[src/sv/ppas_pkg.sv]
// Shared types, constants and fixed-point helpers for the particle pool.
// Used by the slot RAM, the top level
// and the checker.
package ppas_pkg;

  localparam int SLOTS_DEF = 32;
  localparam int SLOT_FW   = 5;

  // 1.0 in unsigned Q1.15, and 0.1 as 6554 / 65536
  localparam logic [15:0]        ONE_Q15   = 16'h8000;
  localparam logic signed [16:0] TENTH_Q16 = 17'sd6554;

  typedef enum logic [0:0] {
    CMD_SPAWN = 1'b0,
    CMD_TICK  = 1'b1
  } cmd_t;

  typedef enum logic [0:0] {
    KIND_SPAWN = 1'b0,
    KIND_TICK  = 1'b1
  } kind_t;

  typedef enum logic [3:0] {
    ST_IDLE,
    ST_SCAN,
    ST_SMX,
    ST_SMY,
    ST_SWR,
    ST_TDROP,
    ST_TADR,
    ST_TRD,
    ST_TLD,
    ST_TMY,
    ST_TWR
  } state_t;

  // operand pairs of the shared multiplier
  typedef enum logic [2:0] {
    MS_DT_TENTH,
    MS_VX_TENTH,
    MS_VY_TENTH,
    MS_VX_DT,
    MS_VY_DT
  } mul_sel_t;

  // one slot of the pool
  typedef struct packed {
    logic signed [15:0] pos_x;
    logic signed [15:0] pos_y;
    logic signed [15:0] vel_x;
    logic signed [15:0] vel_y;
    logic [7:0]         shade;
    logic [15:0]        alpha;
    logic [15:0]        life;
  } slot_t;

  // captured input item
  typedef struct packed {
    logic               cmd;
    logic [15:0]        dt;
    logic signed [15:0] obj_pos_x;
    logic signed [15:0] obj_pos_y;
    logic signed [15:0] obj_vel_x;
    logic signed [15:0] obj_vel_y;
    logic signed [7:0]  spawn_offset;
    logic [7:0]         spawn_shade;
  } item_t;

  // result item held in the output register
  typedef struct packed {
    logic                kind;
    logic [SLOT_FW-1:0]  slot;
    logic                alive;
    logic signed [15:0]  pos_x;
    logic signed [15:0]  pos_y;
    logic [7:0]          shade;
    logic [15:0]         alpha;
    logic [15:0]         life;
    logic                last;
  } res_t;

  // sign extension of a 16-bit value to the working width
  function automatic logic signed [34:0] sx35(input logic [15:0] v);
    sx35 = {{19{v[15]}}, v};
  endfunction

  // round half up of p / 2^16
  function automatic logic signed [34:0] rnd16(input logic signed [33:0] p);
    logic signed [34:0] t;
    t = {p[33], p} + 35'sd32768;
    rnd16 = t >>> 16;
  endfunction

  // round half up of p / 2^15
  function automatic logic signed [34:0] rnd15(input logic signed [33:0] p);
    logic signed [34:0] t;
    t = {p[33], p} + 35'sd16384;
    rnd15 = t >>> 15;
  endfunction

  // clamp to the signed 16-bit range
  function automatic logic signed [15:0] sat16(input logic signed [34:0] v);
    if (v > 35'sd32767) begin
      sat16 = 16'sh7fff;
    end else if (v < -35'sd32768) begin
      sat16 = 16'sh8000;
    end else begin
      sat16 = v[15:0];
    end
  endfunction

endpackage

[src/sv/ppas_if.sv]
// Valid/ready channel interfaces of the particle pool: command input and result output.
// Depends on nothing but plain logic types.
interface ppas_in_if;
  logic               valid;
  logic               ready;
  logic               cmd;
  logic [15:0]        dt;
  logic signed [15:0] obj_pos_x;
  logic signed [15:0] obj_pos_y;
  logic signed [15:0] obj_vel_x;
  logic signed [15:0] obj_vel_y;
  logic signed [7:0]  spawn_offset;
  logic [7:0]         spawn_shade;

  modport source (
    output valid, cmd, dt, obj_pos_x, obj_pos_y, obj_vel_x, obj_vel_y,
           spawn_offset, spawn_shade,
    input  ready
  );
  modport sink (
    input  valid, cmd, dt, obj_pos_x, obj_pos_y, obj_vel_x, obj_vel_y,
           spawn_offset, spawn_shade,
    output ready
  );
endinterface

interface ppas_out_if;
  logic               valid;
  logic               ready;
  logic               kind;
  logic [4:0]         slot;
  logic               alive;
  logic signed [15:0] pos_x;
  logic signed [15:0] pos_y;
  logic [7:0]         shade;
  logic [15:0]        alpha;
  logic [15:0]        life;
  logic               last;

  modport source (
    output valid, kind, slot, alive, pos_x, pos_y, shade, alpha, life, last,
    input  ready
  );
  modport sink (
    input  valid, kind, slot, alive, pos_x, pos_y, shade, alpha, life, last,
    output ready
  );
endinterface

[src/sv/particle_pool_age_and_spawn.sv]
// Particle pool with next-fit spawn and fixed-point aging, top level.
// Depends on ppas_pkg, ppas_if, ppas_mul and ppas_slot_ram.
//
//  channel   | dir | handshake    | payload
//  ----------+-----+--------------+------------------------------------------
//  in_ch     | in  | valid/ready  | cmd, dt, obj_pos/vel x y, offset, shade
//  out_ch    | out | valid/ready  | kind, slot, alive, pos x y, shade,
//            |     |              | alpha, life, last
//
// Spawn: accept, a next-fit scan of one to SLOTS slots, then SMX, SMY, SWR.
// Tick: TDROP and TADR, then per slot TRD, TLD, TMY and TWR: RAM read, two
// passes through the one shared multiplier (x and y move), then write-back.
// in_ch.ready is high only while idle; a result waiting in the output
// register stalls the write-back step until out_ch takes it.
// Reset is synchronous; per-slot valid bits make every slot read as zero
// at once, so there is no clearing pass.
module particle_pool_age_and_spawn #(
  parameter int SLOTS = ppas_pkg::SLOTS_DEF
) (
  input  logic      clk,
  input  logic      rst_n,
  ppas_in_if.sink   in_ch,
  ppas_out_if.source out_ch
);

  localparam int SIW = (SLOTS > 1) ? $clog2(SLOTS) : 1;
  localparam int SXW = (SIW > ppas_pkg::SLOT_FW) ? SIW : ppas_pkg::SLOT_FW;

  ppas_pkg::state_t   state_r, state_nxt;
  ppas_pkg::item_t    item_r;
  ppas_pkg::slot_t    ent_r;
  ppas_pkg::slot_t    ld_ent;
  ppas_pkg::slot_t    rdata;
  ppas_pkg::slot_t    wr_ent;
  ppas_pkg::res_t     res_r, res_nxt;
  ppas_pkg::mul_sel_t mul_sel;

  logic [SIW-1:0]     idx_r;
  logic [SIW-1:0]     idx_inc;
  logic [SIW-1:0]     scan_cnt_r;
  logic [SIW-1:0]     ptr_r;
  logic [SXW-1:0]     slot_ext;
  logic [SLOTS-1:0]   alive_r;
  logic               live_r;
  logic [15:0]        adrop_r;
  logic               out_valid_r;

  logic               in_ready;
  logic               advance;
  logic               wr_en;
  logic               mul_en;
  logic               idx_last;
  logic               scan_last;
  logic               is_spawn;
  logic signed [16:0] mul_a, mul_b;
  logic signed [33:0] prod;
  logic signed [34:0] prod_r16;
  logic signed [34:0] prod_r15;
  logic [15:0]        life_new;

  assign advance   = !out_valid_r || out_ch.ready;
  assign idx_last  = (idx_r == SIW'(SLOTS - 1));
  assign scan_last = (scan_cnt_r == SIW'(SLOTS - 1));
  assign idx_inc   = idx_last ? '0 : idx_r + SIW'(1);
  assign is_spawn  = (state_r == ppas_pkg::ST_SWR);
  assign prod_r16  = ppas_pkg::rnd16(prod);
  assign prod_r15  = ppas_pkg::rnd15(prod);
  assign life_new  = (rdata.life > item_r.dt) ? rdata.life - item_r.dt : '0;

  // next state
  always_comb begin
    state_nxt = state_r;
    unique case (state_r)
      ppas_pkg::ST_IDLE: begin
        if (in_ch.valid) begin
          state_nxt = (in_ch.cmd == ppas_pkg::CMD_TICK) ? ppas_pkg::ST_TDROP
                                                        : ppas_pkg::ST_SCAN;
        end
      end
      ppas_pkg::ST_SCAN: begin
        if (!alive_r[idx_r] || scan_last) begin
          state_nxt = ppas_pkg::ST_SMX;
        end
      end
      ppas_pkg::ST_SMX:   state_nxt = ppas_pkg::ST_SMY;
      ppas_pkg::ST_SMY:   state_nxt = ppas_pkg::ST_SWR;
      ppas_pkg::ST_SWR: begin
        if (advance) begin
          state_nxt = ppas_pkg::ST_IDLE;
        end
      end
      ppas_pkg::ST_TDROP: state_nxt = ppas_pkg::ST_TADR;
      ppas_pkg::ST_TADR:  state_nxt = ppas_pkg::ST_TRD;
      ppas_pkg::ST_TRD:   state_nxt = ppas_pkg::ST_TLD;
      ppas_pkg::ST_TLD:   state_nxt = ppas_pkg::ST_TMY;
      ppas_pkg::ST_TMY:   state_nxt = ppas_pkg::ST_TWR;
      ppas_pkg::ST_TWR: begin
        if (advance) begin
          state_nxt = idx_last ? ppas_pkg::ST_IDLE : ppas_pkg::ST_TRD;
        end
      end
      default: state_nxt = ppas_pkg::ST_IDLE;
    endcase
  end

  // sequencer outputs
  always_comb begin
    in_ready = 1'b0;
    mul_en   = 1'b0;
    mul_sel  = ppas_pkg::MS_DT_TENTH;
    wr_en    = 1'b0;
    unique case (state_r)
      ppas_pkg::ST_IDLE:  in_ready = 1'b1;
      ppas_pkg::ST_SMX: begin
        mul_en  = 1'b1;
        mul_sel = ppas_pkg::MS_VX_TENTH;
      end
      ppas_pkg::ST_SMY: begin
        mul_en  = 1'b1;
        mul_sel = ppas_pkg::MS_VY_TENTH;
      end
      ppas_pkg::ST_TDROP: begin
        mul_en  = 1'b1;
        mul_sel = ppas_pkg::MS_DT_TENTH;
      end
      ppas_pkg::ST_TLD: begin
        mul_en  = 1'b1;
        mul_sel = ppas_pkg::MS_VX_DT;
      end
      ppas_pkg::ST_TMY: begin
        mul_en  = 1'b1;
        mul_sel = ppas_pkg::MS_VY_DT;
      end
      ppas_pkg::ST_SWR,
      ppas_pkg::ST_TWR:   wr_en = advance;
      default: ;
    endcase
  end

  // operand mux of the shared multiplier
  always_comb begin
    unique case (mul_sel)
      ppas_pkg::MS_DT_TENTH: begin
        mul_a = {1'b0, item_r.dt};
        mul_b = ppas_pkg::TENTH_Q16;
      end
      ppas_pkg::MS_VX_TENTH: begin
        mul_a = {item_r.obj_vel_x[15], item_r.obj_vel_x};
        mul_b = ppas_pkg::TENTH_Q16;
      end
      ppas_pkg::MS_VY_TENTH: begin
        mul_a = {item_r.obj_vel_y[15], item_r.obj_vel_y};
        mul_b = ppas_pkg::TENTH_Q16;
      end
      ppas_pkg::MS_VX_DT: begin
        mul_a = {rdata.vel_x[15], rdata.vel_x};
        mul_b = {1'b0, item_r.dt};
      end
      ppas_pkg::MS_VY_DT: begin
        mul_a = {ent_r.vel_y[15], ent_r.vel_y};
        mul_b = {1'b0, item_r.dt};
      end
      default: begin
        mul_a = '0;
        mul_b = '0;
      end
    endcase
  end

  ppas_mul u_mul (
    .clk (clk),
    .en  (mul_en),
    .a   (mul_a),
    .b   (mul_b),
    .p   (prod)
  );

  ppas_slot_ram #(
    .DEPTH (SLOTS),
    .AW    (SIW)
  ) u_ram (
    .clk   (clk),
    .rst_n (rst_n),
    .we    (wr_en),
    .waddr (idx_r),
    .wdata (wr_ent),
    .raddr (idx_r),
    .rdata (rdata)
  );

  // slot as read back, with its life already aged
  always_comb begin
    ld_ent      = rdata;
    ld_ent.life = life_new;
  end

  // entry written back: fresh spawn or aged tick slot
  always_comb begin
    wr_ent = ent_r;
    if (is_spawn) begin
      wr_ent.pos_x = ppas_pkg::sat16(ppas_pkg::sx35(item_r.obj_pos_x) +
                       ppas_pkg::sx35({{8{item_r.spawn_offset[7]}}, item_r.spawn_offset}));
      wr_ent.pos_y = ppas_pkg::sat16(ppas_pkg::sx35(item_r.obj_pos_y) +
                       ppas_pkg::sx35({{8{item_r.spawn_offset[7]}}, item_r.spawn_offset}));
      wr_ent.vel_y = ppas_pkg::sat16(prod_r16);
      wr_ent.shade = item_r.spawn_shade;
      wr_ent.alpha = ppas_pkg::ONE_Q15;
      wr_ent.life  = ppas_pkg::ONE_Q15;
    end else if (live_r) begin
      wr_ent.pos_y = ppas_pkg::sat16(ppas_pkg::sx35(ent_r.pos_y) - prod_r15);
      wr_ent.alpha = (ent_r.alpha > adrop_r) ? ent_r.alpha - adrop_r : '0;
    end
  end

  // result item
  assign slot_ext = SXW'(idx_r);
  always_comb begin
    res_nxt.kind  = is_spawn ? ppas_pkg::KIND_SPAWN : ppas_pkg::KIND_TICK;
    res_nxt.slot  = slot_ext[ppas_pkg::SLOT_FW-1:0];
    res_nxt.alive = (wr_ent.life != '0);
    res_nxt.pos_x = wr_ent.pos_x;
    res_nxt.pos_y = wr_ent.pos_y;
    res_nxt.shade = wr_ent.shade;
    res_nxt.alpha = wr_ent.alpha;
    res_nxt.life  = wr_ent.life;
    res_nxt.last  = is_spawn || idx_last;
  end

  // sequencer state and datapath registers
  always_ff @(posedge clk) begin
    if (!rst_n) begin
      state_r     <= ppas_pkg::ST_IDLE;
      idx_r       <= '0;
      scan_cnt_r  <= '0;
      ptr_r       <= '0;
      alive_r     <= '0;
      out_valid_r <= 1'b0;
    end else begin
      state_r <= state_nxt;
      if (wr_en) begin
        out_valid_r <= 1'b1;
        res_r       <= res_nxt;
      end else if (out_ch.ready) begin
        out_valid_r <= 1'b0;
      end
      unique case (state_r)
        ppas_pkg::ST_IDLE: begin
          if (in_ch.valid) begin
            item_r     <= {in_ch.cmd, in_ch.dt, in_ch.obj_pos_x, in_ch.obj_pos_y,
                           in_ch.obj_vel_x, in_ch.obj_vel_y, in_ch.spawn_offset,
                           in_ch.spawn_shade};
            idx_r      <= (in_ch.cmd == ppas_pkg::CMD_TICK) ? '0 : ptr_r;
            scan_cnt_r <= '0;
          end
        end
        // next-fit scan, one slot a cycle; full pool falls back to slot 0
        ppas_pkg::ST_SCAN: begin
          if (alive_r[idx_r]) begin
            if (scan_last) begin
              idx_r <= '0;
            end else begin
              idx_r      <= idx_inc;
              scan_cnt_r <= scan_cnt_r + SIW'(1);
            end
          end
        end
        ppas_pkg::ST_SMY: ent_r.vel_x <= ppas_pkg::sat16(prod_r16);
        ppas_pkg::ST_SWR: begin
          if (wr_en) begin
            alive_r[idx_r] <= 1'b1;
            ptr_r          <= idx_r;
          end
        end
        ppas_pkg::ST_TADR: adrop_r <= prod_r16[15:0];
        // age life and keep the slot for the move steps
        ppas_pkg::ST_TLD: begin
          ent_r          <= ld_ent;
          live_r         <= (life_new != '0);
          alive_r[idx_r] <= (life_new != '0);
        end
        ppas_pkg::ST_TMY: begin
          if (live_r) begin
            ent_r.pos_x <= ppas_pkg::sat16(ppas_pkg::sx35(ent_r.pos_x) - prod_r15);
          end
        end
        ppas_pkg::ST_TWR: begin
          if (wr_en) begin
            idx_r <= idx_inc;
          end
        end
        default: ;
      endcase
    end
  end

  assign in_ch.ready  = in_ready;
  assign out_ch.valid = out_valid_r;
  assign out_ch.kind  = res_r.kind;
  assign out_ch.slot  = res_r.slot;
  assign out_ch.alive = res_r.alive;
  assign out_ch.pos_x = res_r.pos_x;
  assign out_ch.pos_y = res_r.pos_y;
  assign out_ch.shade = res_r.shade;
  assign out_ch.alpha = res_r.alpha;
  assign out_ch.life  = res_r.life;
  assign out_ch.last  = res_r.last;

endmodule

[src/sv/ppas_mul.sv]
// Shared 17x17 signed multiplier with a registered product.
// Standalone; the sequencer in the top level picks its operands.
module ppas_mul (
  input  logic               clk,
  input  logic               en,
  input  logic signed [16:0] a,
  input  logic signed [16:0] b,
  output logic signed [33:0] p
);

  logic signed [33:0] p_r;

  // product holds while not enabled
  always_ff @(posedge clk) begin
    if (en) begin
      p_r <= a * b;
    end
  end

  assign p = p_r;

endmodule

[src/sv/ppas_slot_ram.sv]
// Slot store: one write and one registered read port, with per-entry valid
// bits so unwritten slots read as zero right after reset. Uses ppas_pkg::slot_t.
module ppas_slot_ram #(
  parameter int DEPTH = ppas_pkg::SLOTS_DEF,
  parameter int AW    = 5
) (
  input  logic                 clk,
  input  logic                 rst_n,
  input  logic                 we,
  input  logic [AW-1:0]        waddr,
  input  ppas_pkg::slot_t      wdata,
  input  logic [AW-1:0]        raddr,
  output ppas_pkg::slot_t      rdata
);

  ppas_pkg::slot_t mem_r [DEPTH];
  ppas_pkg::slot_t rd_r;
  logic [DEPTH-1:0] valid_r;
  logic             rvld_r;

  // storage array
  always_ff @(posedge clk) begin
    if (we) begin
      mem_r[waddr] <= wdata;
    end
    rd_r <= mem_r[raddr];
  end

  // written-entry flags
  always_ff @(posedge clk) begin
    if (!rst_n) begin
      valid_r <= '0;
      rvld_r  <= 1'b0;
    end else begin
      if (we) begin
        valid_r[waddr] <= 1'b1;
      end
      rvld_r <= valid_r[raddr];
    end
  end

  assign rdata = rvld_r ? rd_r : '0;

endmodule

[src/flat_wrapper.sv]
// flat-port wrapper written by rule: the top's interface ports become plain ports
module particle_pool_age_and_spawn_flat 
#(
  parameter int SLOTS = ppas_pkg::SLOTS_DEF
)
  (clk, rst_n, in_ch_valid, in_ch_cmd, in_ch_dt, in_ch_obj_pos_x, in_ch_obj_pos_y, in_ch_obj_vel_x, in_ch_obj_vel_y, in_ch_spawn_offset, in_ch_spawn_shade, in_ch_ready, out_ch_valid, out_ch_kind, out_ch_slot, out_ch_alive, out_ch_pos_x, out_ch_pos_y, out_ch_shade, out_ch_alpha, out_ch_life, out_ch_last, out_ch_ready);
  ppas_in_if in_ch_i ();
  ppas_out_if out_ch_i ();
  input  logic clk;
  input  logic rst_n;
  input wire logic [$bits(in_ch_i.valid)-1:0] in_ch_valid;
  input wire logic [$bits(in_ch_i.cmd)-1:0] in_ch_cmd;
  input wire logic [$bits(in_ch_i.dt)-1:0] in_ch_dt;
  input wire logic [$bits(in_ch_i.obj_pos_x)-1:0] in_ch_obj_pos_x;
  input wire logic [$bits(in_ch_i.obj_pos_y)-1:0] in_ch_obj_pos_y;
  input wire logic [$bits(in_ch_i.obj_vel_x)-1:0] in_ch_obj_vel_x;
  input wire logic [$bits(in_ch_i.obj_vel_y)-1:0] in_ch_obj_vel_y;
  input wire logic [$bits(in_ch_i.spawn_offset)-1:0] in_ch_spawn_offset;
  input wire logic [$bits(in_ch_i.spawn_shade)-1:0] in_ch_spawn_shade;
  output wire logic [$bits(in_ch_i.ready)-1:0] in_ch_ready;
  output wire logic [$bits(out_ch_i.valid)-1:0] out_ch_valid;
  output wire logic [$bits(out_ch_i.kind)-1:0] out_ch_kind;
  output wire logic [$bits(out_ch_i.slot)-1:0] out_ch_slot;
  output wire logic [$bits(out_ch_i.alive)-1:0] out_ch_alive;
  output wire logic [$bits(out_ch_i.pos_x)-1:0] out_ch_pos_x;
  output wire logic [$bits(out_ch_i.pos_y)-1:0] out_ch_pos_y;
  output wire logic [$bits(out_ch_i.shade)-1:0] out_ch_shade;
  output wire logic [$bits(out_ch_i.alpha)-1:0] out_ch_alpha;
  output wire logic [$bits(out_ch_i.life)-1:0] out_ch_life;
  output wire logic [$bits(out_ch_i.last)-1:0] out_ch_last;
  input wire logic [$bits(out_ch_i.ready)-1:0] out_ch_ready;
  assign in_ch_i.valid = in_ch_valid;
  assign in_ch_i.cmd = in_ch_cmd;
  assign in_ch_i.dt = in_ch_dt;
  assign in_ch_i.obj_pos_x = in_ch_obj_pos_x;
  assign in_ch_i.obj_pos_y = in_ch_obj_pos_y;
  assign in_ch_i.obj_vel_x = in_ch_obj_vel_x;
  assign in_ch_i.obj_vel_y = in_ch_obj_vel_y;
  assign in_ch_i.spawn_offset = in_ch_spawn_offset;
  assign in_ch_i.spawn_shade = in_ch_spawn_shade;
  assign in_ch_ready = in_ch_i.ready;
  assign out_ch_valid = out_ch_i.valid;
  assign out_ch_kind = out_ch_i.kind;
  assign out_ch_slot = out_ch_i.slot;
  assign out_ch_alive = out_ch_i.alive;
  assign out_ch_pos_x = out_ch_i.pos_x;
  assign out_ch_pos_y = out_ch_i.pos_y;
  assign out_ch_shade = out_ch_i.shade;
  assign out_ch_alpha = out_ch_i.alpha;
  assign out_ch_life = out_ch_i.life;
  assign out_ch_last = out_ch_i.last;
  assign out_ch_i.ready = out_ch_ready;
  particle_pool_age_and_spawn #(.SLOTS(SLOTS)) u_core (.clk(clk), .rst_n(rst_n), .in_ch(in_ch_i), .out_ch(out_ch_i));
endmodule
[config.mk]
export PLATFORM = sky130hd
export DESIGN_NAME = particle_pool_age_and_spawn_flat
export DESIGN_NICKNAME = d
export VERILOG_FILES = /design/src/sv/ppas_pkg.sv /design/src/sv/ppas_if.sv /design/src/sv/particle_pool_age_and_spawn.sv /design/src/sv/ppas_mul.sv /design/src/sv/ppas_slot_ram.sv /design/src/flat_wrapper.sv
export SDC_FILE = /design/constraint.sdc
export NUM_CORES = 2
export LEC_CHECK = 0
export BUFFER_PORTS_ARGS = -buffer_cell sky130_fd_sc_hd__buf_2
export CAP_MARGIN = 20
export CORE_MARGIN = 2
export CORE_UTILIZATION = 45
export DETAILED_ROUTE_END_ITERATION = 8
export PLACE_DENSITY = 0.67
export SLEW_MARGIN = 20
export SYNTH_ARGS = -nofsm -noshare
export SYNTH_HDL_FRONTEND = slang
export SYNTH_SLANG_ARGS = --single-unit
[constraint.sdc]
create_clock -name clk -period 14.8 [get_ports clk]
set_clock_uncertainty 0.05 [all_clocks]
set_input_delay 1.48 -clock clk [delete_from_list [all_inputs] [get_ports clk]]
set_output_delay 1.48 -clock clk [all_outputs]
set_load 0.02 [all_outputs]
==> summary.md <==
| Metric | Value |
|---|---|
| DRT antenna net count | 0 |
| CP Launch Type | register |
| Pleak | 58.0 nW |
| Flop pwr share | 37.2% |
| Hold-fix buffers, CTS | 0 |
| Post-synth EDFFs | 3,645 |
| Worst vdd ir | 788 uV |
| Number of distinct library cells after synthesis | 90 |
| Vias/cell | 6.27 |
| Vias in the first global route | 85,100 |
| All-Layer GR Usage | 25.2% |
| GR Overflow Total | 0 |
| Internal power | 0.0244 W |
| Setup Buffers After CTS | 0 |
| Setup TNS | 0 ns |
| DP HPWL | 254,000 um |
| Htree depth | 5 |
| Finish-stage setup viols | 0 |
| Clk Latency, worst-skew pair | 0.97 ns |
| # IOs | 183 |
| Fmax | 102 MHz |
| Hold crit path type | register to register |
| PD cells | 212 nW/um2 |
| Fin. Hold Viols | 0 |
| Clock power share | 25.7% |
| Inserted Clock Buffers | 373 |
| Worst EP arrival | 10.47 ns |
| PostCTS Resize Cnt | 0 |
| Placeable core area | 349,000 um2 |
| Critical Path Sink Type | register |
| Synth Net Count | 8,970 |
| Kind of critical path | register to register |
| # port buffers | 182 |
| Die Span Y | 596 um |
| Sw Share | 35.2% |
| Worst Path Required | 15.43 ns |
| Gpl congestion | 0.900 |
| TritonRoute pass-1 iters | 6 |
| CTS Sinks | 3,834 |
| Mapped Cells | 8,388 |
| Most common cell after layout, fill and taps aside | edfxtp_1 |
| Cell Rows | 217 |
| DRT iter0 DRCs | 12,800 |
| Share of the synthesized area in the top cell type | 69.4% |
| Synthesized area | 158,000 um2 |
| Die area | 355,000 um2 |
| Worst-margin pin slew | 1.16 ns |
| First-pass GRT wire length | 637,000 um |
| Average size of a mapped cell | 18.8 um2 |
| Most used flip-flop cell after synthesis | edfxtp_1 |
| Final cycle utilization of the critical path | 66.4% |
| YS warnings | 0 |
| Largest net degree at the start of global routing | 141 |
| Post-route DRC | 0 |
| Final min period | 9.83 ns |
| CTS root buf | clkbuf_16 |
| Drt wl/cell | 33.2 um |
| Register area share after synthesis | 71.8% |
| Chip Width | 596 um |
| Layout area overhead | 12.9% |
| Clock Pin Slew Worst Setup and Hold Paths | 0.07 ns |
| Final WS setup | 4.97 ns |
| DR vias | 85,800 |
| CTS Buffer Depth | 4 |
| Fin nets | 9,333 |
| Count of final max-slew check failures | 0 |
| RSZ-0062 raised after global routing | no |
| Initial antenna violation count | 14 |
| Synthesis-stage register bit count | 3,834 |
| Layout cells sized above 1 | 22.0% |
| DP Worst Slack | 5.07 ns |
| Placement Cell Area | 165,000 um2 |
| Fin area | 178,000 um2 |
| WL final | 454,000 um |
| Async SR Flop Fraction | 0% |
| Max-Cap Viols | 0 |
| CTS tree | done |
| Synth area leaders | edfxtp_1 69%, mux4_2 12%, fa_1 3.6% |
| Rel. slew slack | 22.3% |
| CP Max Fanout | 23 |
| P_sw | 0.0133 W |
| Synth area leader | edfxtp_1 |
| Initial Utilization | 45.2% |
| Commonest non-fill, non-tap cells in the layout | 3,645 x edfxtp_1, 848 x mux4_2, 451 x a22oi_1 |
| Status | finished clean |
| Combinational Power Share | 37.1% |
## per-stage QoR
step / utilization, % / power, W / hold WS (ns) / cells
2_1_floorplan: - / 0.0231 / 0.385 / 8388
3_3_place_gp: 47.3 / 0.0280 / 0.394 / 13000
3_5_place_dp: 47.4 / 0.0279 / 0.405 / 13000
4_1_cts: 50.9 / 0.0377 / 0.417 / 13700
5_1_grt: 51.0 / 0.0395 / 0.441 / 13700
6_report: 51.0 / 0.0377 / 0.418 / 13700
## kinds of logic (layout without fill, tap and decap cells)
group           after synthesis  after routing  synth area share (%)
other cells                   0              6                     0
mux                         856            856                  12.2
compound gates             1040           1040                  4.56
simple gates               1211           1211                  3.60
xor+xnor                    127            127                 0.705
buf+inv                     833           1514                  2.01
fa+ha+maj                   487            487                  5.20
flops                      3834           3834                  71.8
## critical path, stage by stage (launching register included)
cell      delay, ns
dfxtp_1        0.80
nor2b_1        0.41
nor2b_2        0.93
a22oi_1        0.20
nand2_1        0.18
a221o_1        0.66
nand2_1        0.17
fa_1           0.54
fa_1           0.49
fa_1           0.54
inv_1          0.06
fa_1           0.49
fa_1           0.50
inv_1          0.05
fa_1           0.47
inv_1          0.04
ha_1           0.31
a21o_1         0.17
a21oi_1        0.16
o21bai_1       0.12
a221o_1        0.36
a211oi_1       0.45
o21ai_0        0.37
a211oi_1       0.49
o21ai_0        0.23
a21oi_1        0.22
xnor2_1        0.08
## final timing paths
| path | slack [ns] | depth (start not counted) | endpoint | from |
|---|---|---|---|---|
| worst max-delay path | 4.97 | 26 | u_core.u_mul.p[33] | u_core.state_r[1] |
| worst min-delay path | 0.42 | 2 | u_core.u_ram.valid_r[10] | u_core.u_ram.valid_r[10] |
| worst min register to register | 0.42 | 2 | u_core.u_ram.valid_r[10] | u_core.u_ram.valid_r[10] |
| worst max register to register | 4.97 | 26 | u_core.u_mul.p[33] | u_core.state_r[1] |
## layer usage
layer  global-route usage, %  part of all wire [%]
met4                    6.83                   2.9
met1                    36.3                    40
met3                    5.10                    10
met5                       0                 0.011
met2                    39.2                    46
## cells in the mapped netlist (24+ instances only)
cell / n
edfxtp_1: 3645
mux4_2: 848
a22oi_1: 451
inv_1: 410
nand2_1: 383
nor2_1: 357
clkbuf_1: 303
fa_1: 283
ha_1: 198
dfxtp_1: 189
o21ai_0: 182
a21oi_1: 141
nand4_1: 120
and2_1: 96
buf_1: 94
xnor2_1: 77
nand3_1: 53
xor2_1: 50
a31oi_1: 46
nor2b_1: 40
nor3_1: 40
a21o_1: 31
nand2b_1: 28
and3_1: 24
## power groups by stage
stage	clock, W	sequential [W]	combinational (W)
floorplan	0	0.0141	0.00905
finish	0.00968	0.0140	0.0140
CTS	0.00979	0.0140	0.0139
detailed placement	0	0.0142	0.0137
global route	0.0102	0.0140	0.0153
global placement	0	0.0142	0.0138
## final cells by class
cell class | instances | area, um2
fillers | 27400 | 171000
flip-flops and latches | 3834 | 113000
multi-input cells | 3721 | 42200
clock buffers | 467 | 10000
well taps | 4599 | 5750
repair buffers | 409 | 2860
clock inverters | 226 | 2440
inverters | 412 | 1550
diodes | 6 | 15.0
## state kept, by name, summed over array words and instances, names as in the netlist, 5 cells and up
register,flops
u_core.out_ch.pos_y,16
u_core.out_ch.slot,5
u_core.u_ram.valid_r,32
u_core.u_ram.mem_r,3328
u_core.out_ch.pos_x,16
u_core.idx_r,5
u_core.adrop_r,16
u_core.u_ram.rd_r,104
u_core.ent_r,104
u_core.ptr_r,5
u_core.out_ch.shade,8
u_core.out_ch.alpha,16
u_core.scan_cnt_r,5
u_core.out_ch.life,16
u_core.u_mul.p,20
u_core.alive_r,32
u_core.item_r,96
Power figures use the tool's default switching activity.
